$ cat src/sv/mbe_pkg.sv
`default_nettype none
// ============================================================================
// mbe_pkg: shared types and constants of the escape-time evaluator
// Register indexes, reset values, the configuration bundle and the
// saturation helper used by the datapath.
// ============================================================================
package mbe_pkg;

    // Grid points along each axis; larger indexes are clamped to the last one.
    localparam int GRID_SIZE = 1024;

    localparam int FRAC_BITS = 28;

    // Configuration register indexes.
    localparam logic [2:0] CFG_ITER_CAP  = 3'd0;
    localparam logic [2:0] CFG_ESC_LIMIT = 3'd1;
    localparam logic [2:0] CFG_RE_ORIGIN = 3'd2;
    localparam logic [2:0] CFG_RE_STEP   = 3'd3;
    localparam logic [2:0] CFG_IM_ORIGIN = 3'd4;
    localparam logic [2:0] CFG_IM_STEP   = 3'd5;

    // Reset values.
    localparam logic [15:0]        RST_ITER_CAP  = 16'd1000;
    localparam logic [30:0]        RST_ESC_LIMIT = 31'd1073741824;
    localparam logic signed [31:0] RST_RE_ORIGIN = -32'sd536870912;
    localparam logic [30:0]        RST_RE_STEP   = 31'd655360;
    localparam logic signed [31:0] RST_IM_ORIGIN = -32'sd536870912;
    localparam logic [30:0]        RST_IM_STEP   = 31'd1048576;

    typedef struct packed {
        logic [15:0]        iter_cap;
        logic [30:0]        esc_limit;
        logic signed [31:0] re_origin;
        logic [30:0]        re_step;
        logic signed [31:0] im_origin;
        logic [30:0]        im_step;
    } t_cfg;

    // Clamp a 48-bit signed value to the signed 32-bit range.
    function automatic logic signed [31:0] sat32(input logic signed [47:0] v);
        logic signed [31:0] res;
        if (v > 48'sd2147483647) begin
            res = 32'sh7FFF_FFFF;
        end else if (v < -48'sd2147483648) begin
            res = 32'sh8000_0000;
        end else begin
            res = v[31:0];
        end
        return res;
    endfunction

endpackage
`default_nettype wire

$ cat src/sv/mbe_cfg.sv
`default_nettype none
// ============================================================================
// mbe_cfg: configuration register file
// Holds the six programmable registers and presents them as one bundle.
// ============================================================================
module mbe_cfg import mbe_pkg::*; (
    input  wire logic        i_clk,
    input  wire logic        i_rst_n,
    input  wire logic        i_cfg_we,
    input  wire logic [2:0]  i_cfg_index,
    input  wire logic [31:0] i_cfg_data,
    output t_cfg             o_cfg
);

    t_cfg r_cfg;

    always_ff @(posedge i_clk) begin
        if (!i_rst_n) begin
            r_cfg.iter_cap  <= RST_ITER_CAP;
            r_cfg.esc_limit <= RST_ESC_LIMIT;
            r_cfg.re_origin <= RST_RE_ORIGIN;
            r_cfg.re_step   <= RST_RE_STEP;
            r_cfg.im_origin <= RST_IM_ORIGIN;
            r_cfg.im_step   <= RST_IM_STEP;
        end else if (i_cfg_we) begin
            unique case (i_cfg_index)
                CFG_ITER_CAP:  r_cfg.iter_cap  <= i_cfg_data[15:0];
                CFG_ESC_LIMIT: r_cfg.esc_limit <= i_cfg_data[30:0];
                CFG_RE_ORIGIN: r_cfg.re_origin <= i_cfg_data;
                CFG_RE_STEP:   r_cfg.re_step   <= i_cfg_data[30:0];
                CFG_IM_ORIGIN: r_cfg.im_origin <= i_cfg_data;
                CFG_IM_STEP:   r_cfg.im_step   <= i_cfg_data[30:0];
                default: ;
            endcase
        end
    end

    assign o_cfg = r_cfg;

endmodule
`default_nettype wire

$ cat src/sv/mbe_mul.sv
`default_nettype none
// ============================================================================
// mbe_mul: shared signed multiplier
// One 32x32 signed multiply per cycle with a registered 64-bit product.
// ============================================================================
module mbe_mul (
    input  wire logic               i_clk,
    input  wire logic signed [31:0] i_a,
    input  wire logic signed [31:0] i_b,
    output logic signed [63:0]      o_prod
);

    logic signed [63:0] r_prod;

    always_ff @(posedge i_clk) begin
        r_prod <= 64'(i_a) * 64'(i_b);
    end

    assign o_prod = r_prod;

endmodule
`default_nettype wire

$ cat src/sv/mandelbrot_escape_time.sv
`default_nettype none
// ============================================================================
// mandelbrot_escape_time: escape-time evaluator for one grid point
// Maps a row/column index to a point c in signed Q4.28, iterates
// z = z*z + c from zero and reports how many updates ran before |z|^2
// passed the escape limit (minus one), capped at the iteration cap minus one.
// ============================================================================
//
//  Channel   Direction  Handshake                   Payload
//  -------   ---------  --------------------------  -------------------------
//  in        input      i_in_valid / o_in_ready     row_index, col_index
//  out       output     o_out_valid / i_out_ready   row_echo, col_echo,
//                                                   iteration_count
//  cfg       input      i_cfg_we (no wait)          i_cfg_index, i_cfg_data
//
// Each point runs as steps on the single shared 32x32 multiplier. Setup
// forms c from two products, real part first. The first z update is z = c
// and needs no product; after it, each step issues zr*zr, zi*zi and zr*zi
// one after another, tests |z|^2 against the limit and, unless z escaped
// or the cap is reached, forms the next z. The number of z updates run is
// the escape iteration plus one, at most the iteration cap; a zero cap
// skips the products and the test. The result sits in an output register,
// so the next point is accepted while a finished result still waits for the
// downstream side; a point that finishes while that register is still full
// holds in its final state until the register drains. Reset is synchronous,
// active low, and restores the sequencer, output flag and config registers.
// ============================================================================
module mandelbrot_escape_time import mbe_pkg::*; (
    input  wire logic        i_clk,
    input  wire logic        i_rst_n,

    input  wire logic        i_in_valid,
    output logic             o_in_ready,
    input  wire logic [9:0]  i_row_index,
    input  wire logic [9:0]  i_col_index,

    output logic             o_out_valid,
    input  wire logic        i_out_ready,
    output logic [9:0]       o_row_echo,
    output logic [9:0]       o_col_echo,
    output logic [15:0]      o_iteration_count,

    input  wire logic        i_cfg_we,
    input  wire logic [2:0]  i_cfg_index,
    input  wire logic [31:0] i_cfg_data
);

    // Sequencer states.
    localparam logic [3:0] ST_IDLE = 4'd0;  // waiting for a point
    localparam logic [3:0] ST_CRE  = 4'd1;  // issue real step product
    localparam logic [3:0] ST_CIM  = 4'd2;  // form c_re, issue imaginary product
    localparam logic [3:0] ST_CSAT = 4'd3;  // form c_im, first update is z = c
    localparam logic [3:0] ST_UPD  = 4'd4;  // form next z from the products
    localparam logic [3:0] ST_MRR  = 4'd5;  // issue zr*zr
    localparam logic [3:0] ST_MII  = 4'd6;  // issue zi*zi
    localparam logic [3:0] ST_MRI  = 4'd7;  // issue zr*zi, test the magnitude
    localparam logic [3:0] ST_FIN  = 4'd8;  // hand the count to the output register

    t_cfg w_cfg;

    mbe_cfg u_cfg (
        .i_clk       (i_clk),
        .i_rst_n     (i_rst_n),
        .i_cfg_we    (i_cfg_we),
        .i_cfg_index (i_cfg_index),
        .i_cfg_data  (i_cfg_data),
        .o_cfg       (w_cfg)
    );

    logic [3:0]         r_state, n_state;
    logic [9:0]         r_row, r_col;
    logic signed [31:0] r_cr, r_ci;
    logic signed [31:0] r_zr, r_zi;
    logic signed [63:0] r_rr, r_ii;
    logic [15:0]        r_k;

    logic               r_out_valid;
    logic [9:0]         r_out_row, r_out_col;
    logic [15:0]        r_out_count;

    logic signed [31:0] w_mul_a, w_mul_b;
    logic signed [63:0] w_prod;

    mbe_mul u_mul (
        .i_clk  (i_clk),
        .i_a    (w_mul_a),
        .i_b    (w_mul_b),
        .o_prod (w_prod)
    );

    // Indexes past the grid are clamped to the last grid point.
    logic [9:0]  w_row_cl, w_col_cl;
    assign w_row_cl = ({7'd0, r_row} >= 17'(GRID_SIZE)) ? 10'(GRID_SIZE - 1) : r_row;
    assign w_col_cl = ({7'd0, r_col} >= 17'(GRID_SIZE)) ? 10'(GRID_SIZE - 1) : r_col;

    // The multiplier computes step * (2*index + 1); half of it is the offset.
    always_comb begin
        w_mul_a = '0;
        w_mul_b = '0;
        unique case (r_state)
            ST_CRE: begin
                w_mul_a = signed'({1'b0, w_cfg.re_step});
                w_mul_b = signed'({21'd0, w_row_cl, 1'b1});
            end
            ST_CIM: begin
                w_mul_a = signed'({1'b0, w_cfg.im_step});
                w_mul_b = signed'({21'd0, w_col_cl, 1'b1});
            end
            ST_MRR: begin
                w_mul_a = r_zr;
                w_mul_b = r_zr;
            end
            ST_MII: begin
                w_mul_a = r_zi;
                w_mul_b = r_zi;
            end
            ST_MRI: begin
                w_mul_a = r_zr;
                w_mul_b = r_zi;
            end
            default: ;
        endcase
    end

    // Coordinate: origin plus floor of the registered product over two.
    logic signed [31:0] w_coord_re, w_coord_im;
    assign w_coord_re = sat32(48'(w_cfg.re_origin) + 48'(w_prod >>> 1));
    assign w_coord_im = sat32(48'(w_cfg.im_origin) + 48'(w_prod >>> 1));

    // Next z: real from (rr - ii) / 2^28, imaginary from ri / 2^27, both
    // floored. In ST_UPD the multiplier output holds zr*zi. The kept high
    // bits are read as signed so that negative values extend correctly.
    logic signed [63:0] w_diff;
    logic signed [31:0] w_next_zr, w_next_zi;
    assign w_diff    = r_rr - r_ii;
    assign w_next_zr = sat32(48'($signed(w_diff[63:FRAC_BITS])) + 48'(r_cr));
    assign w_next_zi = sat32(48'($signed(w_prod[63:FRAC_BITS-1])) + 48'(r_ci));

    // Escape test in ST_MRI: r_rr holds zr*zr, the multiplier output zi*zi.
    // Both are non-negative and at most 2^62, so the sum fits unsigned 64 bits.
    logic [63:0] w_mag, w_bound;
    logic        w_escape, w_at_cap;
    assign w_mag    = $unsigned(r_rr) + $unsigned(w_prod);
    assign w_bound  = {5'd0, w_cfg.esc_limit, 28'd0};
    assign w_escape = w_mag > w_bound;
    assign w_at_cap = r_k == (w_cfg.iter_cap - 16'd1);

    logic w_out_free;
    assign w_out_free = !r_out_valid || i_out_ready;

    always_comb begin
        n_state = r_state;
        unique case (r_state)
            ST_IDLE: if (i_in_valid) n_state = ST_CRE;
            ST_CRE:  n_state = ST_CIM;
            ST_CIM:  n_state = ST_CSAT;
            ST_CSAT: n_state = (w_cfg.iter_cap == 16'd0) ? ST_FIN : ST_MRR;
            ST_UPD:  n_state = ST_MRR;
            ST_MRR:  n_state = ST_MII;
            ST_MII:  n_state = ST_MRI;
            ST_MRI:  n_state = (w_escape || w_at_cap) ? ST_FIN : ST_UPD;
            ST_FIN:  if (w_out_free) n_state = ST_IDLE;
            default: n_state = ST_IDLE;
        endcase
    end

    always_ff @(posedge i_clk) begin
        if (!i_rst_n) begin
            r_state <= ST_IDLE;
        end else begin
            r_state <= n_state;
        end
    end

    // Datapath registers.
    always_ff @(posedge i_clk) begin
        unique case (r_state)
            ST_IDLE: begin
                r_row <= i_row_index;
                r_col <= i_col_index;
            end
            ST_CIM: r_cr <= w_coord_re;
            ST_CSAT: begin
                // The first update from z = 0 gives z = c exactly.
                r_ci <= w_coord_im;
                r_zr <= r_cr;
                r_zi <= w_coord_im;
                r_k  <= 16'd0;
            end
            ST_UPD: begin
                r_zr <= w_next_zr;
                r_zi <= w_next_zi;
            end
            ST_MII: r_rr <= w_prod;
            ST_MRI: begin
                r_ii <= w_prod;
                if (!w_escape && !w_at_cap) begin
                    r_k <= r_k + 16'd1;
                end
            end
            default: ;
        endcase
    end

    // Output register. An escape on the final allowed update and a point that
    // never escapes both report the current count, which is then cap minus one.
    always_ff @(posedge i_clk) begin
        if (!i_rst_n) begin
            r_out_valid <= 1'b0;
        end else if (r_state == ST_FIN && w_out_free) begin
            r_out_valid <= 1'b1;
        end else if (i_out_ready) begin
            r_out_valid <= 1'b0;
        end
    end

    always_ff @(posedge i_clk) begin
        if (r_state == ST_FIN && w_out_free) begin
            r_out_row   <= r_row;
            r_out_col   <= r_col;
            r_out_count <= r_k;
        end
    end

    assign o_in_ready        = r_state == ST_IDLE;
    assign o_out_valid       = r_out_valid;
    assign o_row_echo        = r_out_row;
    assign o_col_echo        = r_out_col;
    assign o_iteration_count = r_out_count;

endmodule
`default_nettype wire

$ cat config.mk
export PLATFORM = sky130hd
export DESIGN_NAME = mandelbrot_escape_time
export DESIGN_NICKNAME = d
export VERILOG_FILES = /design/src/sv/mbe_pkg.sv /design/src/sv/mbe_cfg.sv /design/src/sv/mbe_mul.sv /design/src/sv/mandelbrot_escape_time.sv
export SDC_FILE = /design/constraint.sdc
export NUM_CORES = 2
export LEC_CHECK = 0
export ABC_CLOCK_PERIOD_IN_PS = 15600
export BUFFER_PORTS_ARGS = -buffer_cell sky130_fd_sc_hd__clkbuf_2
export CAP_MARGIN = 40
export CORE_ASPECT_RATIO = 0.6
export CORE_MARGIN = 3
export CORE_UTILIZATION = 60
export CTS_BUF_LIST = sky130_fd_sc_hd__clkbuf_4 sky130_fd_sc_hd__clkbuf_8
export DETAILED_ROUTE_END_ITERATION = 7
export PLACE_DENSITY = 0.76
export SYNTH_ARGS = -nofsm -noshare
export SYNTH_HDL_FRONTEND = slang
export SYNTH_SLANG_ARGS = --single-unit
$ cat constraint.sdc
create_clock -name i_clk -period 15.6 [get_ports i_clk]
set_clock_uncertainty 0.2 [all_clocks]
set_input_delay 1.56 -clock i_clk [delete_from_list [all_inputs] [get_ports i_clk]]
set_output_delay 1.56 -clock i_clk [all_outputs]
set_load 0.01 [all_outputs]
==> Flow_metrics.wiki <==
{| class="wikitable"
! Metric !! Value
|-
| Relative max-transition margin || roughly a quarter
|-
| Clock latency reported for the late side of the worst-skew pair || slightly below 0.8 ns
|-
| Count of unique library cells instantiated by Yosys || 94
|-
| Nature of the critical path endpoint || flop
|-
| Peak fanout along the critical path || 38
|-
| Share of Yosys cell area claimed by the top area cell type || 29.77%
|-
| Post-DR wirelength/cell || roughly 26 µm
|-
| Net count reported at finish || 9871
|-
| WS Path Type || reg2reg
|-
| Sequential fraction of design power || a little over a third
|-
| Most common cell after layout, fill and taps aside || nand2_1
|-
| Mean Syn Cell Area || around 9 µm²
|-
| Top_reg_cell synth || edfxtp_1
|-
| Routability cong. || ~1.1
|-
| Net switching power || 1.956 mW
|-
| Setup repair after global routing missed its margin || no
|-
| Die boundary width || between 400 and 500 µm
|-
| Internal cell power || around 2.9 mW
|-
| Flip-flop and latch count after synthesis || between 500 and 600
|-
| Largest cells by area after synthesis || fa_1 (30%), edfxtp_1 (13%), ha_1 (8.7%)
|-
| Share of synthesized flip-flops with an asynchronous set or reset || 0%
|-
| Data required, critical path || roughly 16 ns
|-
| Synthesized netlist net count || 9846
|-
| Clock sink count || 570
|-
| Violations in the final reports || design-rule violations
|-
| Cell repeated most along the worst path || fa_1
|-
| Via-to-Cell Ratio || between 6 and 7
|-
| Minimum period implied by the final worst setup slack || 11.83 ns
|-
| Number of setup buffers added after CTS || 0
|-
| Site Rows || ~100
|-
| Layout cell share with drive strength beyond 1 || 6.843%
|-
| CP bufs+invs || 5
|-
| Total clock buffers created by CTS || 84
|-
| Maximum number of pins on one net before global-route repair || 90
|-
| Clock tree from TritonCTS || done
|-
| Top-level port count || 98
|-
| Port Buf Inserts || 97
|-
| Path type of the worst min-delay path || reg2reg
|-
| Count of flip-flops with a built-in enable after synthesis || 328
|-
| Top library cells by usage in the layout, fill and taps aside || nand2_1 (1287), inv_1 (1106), fa_1 (1087)
|-
| Data arrival time at the worst-slack endpoint || 12.31 ns
|-
| Post-layout power || between 4 and 5 mW
|-
| Worst IR Drop VDD || ~0.19 mV
|-
| Total of hold buffers inserted after clock tree synthesis || 0
|-
| Critical-path top delay cell || o311ai_0
|-
| First-pass detailed-route iteration total || 8
|-
| Static power due to leakage || approximately 37 nW
|-
| H-Tree Depth || 3
|-
| Gr ovfl total || 0
|-
| Type of element launching the critical path || flop
|-
| Switching portion of total power || approximately two fifths
|-
| Chip Height || about 280 µm
|-
| Bufs on Longest Clock Path || 3
|-
| Combined global-route utilization of all metal layers || a little over 40%
|-
| Maximum operating frequency || 0.08454 GHz
|-
| Netlist Area Pre-Place || roughly 73000 µm²
|-
| Number of failing setup endpoints in the final timing report || 0
|-
| Fin. Hold Viols || 0
|-
| Cell at the root of the clock tree || clkbuf_8
|-
| Final Max Slew Viols || 0
|-
| Leading area contributor after synthesis || fa_1
|-
| Outcome || complete, but fails checks
|-
| Detailed Route WL || between 200 and 300 mm
|-
| Ratio of final minimum period to clock period || between 70% and 80%
|-
| Post-DP HPWL || just over 200 mm
|-
| First-pass GRT wire length || slightly below 400 mm
|-
| Detail Route Antenna Nets || 0
|-
| Routed via count || ~63000
|-
| Maximum capacitance violations || 0
|-
| Comb power frac || a little over a third
|-
| Synth warn || 0
|-
| Slew of the pin with the lowest slew margin || between 1 and 1.5 ns
|-
| Post-Synthesis Cells || roughly 8000
|-
| Finished Core Util || 65.02%
|-
| Placeable core area || 120000 µm²
|-
| Fin Setup TNS || 0 ns
|-
| Resize count post-CTS || 0
|-
| DIE AREA || 126200 µm²
|-
| Total DRC errors in the routed layout || 1
|-
| Sequential fraction of the synthesis area || slightly above 20%
|-
| Filler cell count in the final layout || 9997
|-
| DR iter-0 viols || slightly below 9000
|-
| Delay contributed by the slowest stage of the critical path || between 0.9 and 1 ns
|-
| Register clock-pin slew on the reported worst setup and hold paths || roughly 0.070 ns
|-
| Vias in the first global route || 60910
|-
| Number of antenna violations at the first check in global routing || 21
|-
| Pwr per Cell Area || 62.77 nW/µm²
|-
| Cell class contributing the biggest share of worst-path delay || adder cells
|-
| Initial core utilization || 60.89%
|-
| Clock Power Share || about 28%
|-
| Area added between synthesis and finish || 6.786%
|}
[kinds of logic (layout without fill, tap and decap cells)]
logic type                 after synthesis  in the layout  share of synthesized area [%]
other                                    0             14                              0
xor gates and xnor gates               290            290                          3.475
AOI/OAI and AO/OA                     1478           1478                          13.57
DFF                                    570            570                          20.10
muxes                                   14             14                         0.1934
buffers and inverters                 1479           1576                          7.613
adders and majority gates             1597           1597                          38.50
and+or+nand+nor                       2761           2761                          16.54
[Yosys cell counts, types with 47 or more instances]
| library cell | number |
|---|---|
| xnor2_1 | 174 |
| xor2_1 | 116 |
| o211ai_1 | 49 |
| a211oi_1 | 47 |
| clkbuf_1 | 342 |
| and3_1 | 57 |
| inv_1 | 1107 |
| o21bai_1 | 52 |
| fa_1 | 1087 |
| nor2_1 | 784 |
| nand2_1 | 1288 |
| o21ai_0 | 243 |
| nand3_1 | 135 |
| a21oi_1 | 355 |
| and4_1 | 56 |
| nor3_1 | 92 |
| nand4_1 | 98 |
| dfxtp_1 | 242 |
| ha_1 | 510 |
| a21o_1 | 202 |
| a21boi_0 | 166 |
| edfxtp_1 | 328 |
[final timing paths]
| check | startpoint | end | slack [ns] | cells after the start |
|---|---|---|---|---|
| hold / removal | u_cfg.o_cfg[145] | u_cfg.o_cfg[145] | 0.27 | 2 |
| hold reg to reg | u_cfg.o_cfg[145] | u_cfg.o_cfg[145] | 0.27 | 2 |
| setup / recovery | r_state[2] | u_mul.o_prod[60] | 3.77 | 29 |
| setup reg to reg | r_state[2] | u_mul.o_prod[60] | 3.77 | 29 |
[state kept, by name, summed over array words and instances, names as in the netlist]
register,count
o_col_echo,10
o_iteration_count,16
o_out_valid,1
o_row_echo,10
r_ci,32
r_col,10
r_cr,32
r_ii,64
r_k,16
r_row,10
r_rr,64
r_state,4
r_zi,32
r_zr,32
u_cfg.o_cfg,173
u_mul.o_prod,64
[power by group through the flow]
stage	Clock [mW]	Combinational, mW	Sequential [mW]
after global routing	1.44	1.85	1.77
final	1.37	1.76	1.77
after floorplan	0	1.04	1.78
after detailed placement	0	1.67	1.80
after CTS	1.37	1.68	1.77
after global placement	0	1.63	1.80
[per-layer routing]
metal	wire [µm]	GRT usage (%)
met2	97780	53.11
met4	9688	12.45
met3	42500	17.33
met5	197	0.9756
met1	106000	60.01
[area by class of cell]
type,count,area [µm²],area share (%)
timing repair buffer,310,2280,2.921
inverter,1108,4159,5.329
tap,1600,2002,2.565
clock inverter,35,265.3,0.3399
antenna,14,35.03,0.04489
clock buffer,123,1543,1.977
sequential,570,14690,18.83
multi-input combinational,6140,53070,68.00
[per-stage QoR]
step           hold WS [ns]  instances  instance area (µm²)  setup WS, ns
2_1_floorplan        0.2244       8189                73090         4.195
3_3_place_gp         0.2531       9693                75750         3.946
3_5_place_dp         0.2560       9725                76180         4.223
4_1_cts              0.2685       9883                77980         4.191
5_1_grt              0.2852       9887                78020         3.456
6_report             0.2661       9900                78050         3.772
[tightest hold or removal path: stages, from the launching register on]
cell      delay [ns]
dfxtp_1         0.31
nand2_1         0.05
a21boi_0        0.06
Power figures use the tool's default switching activity.
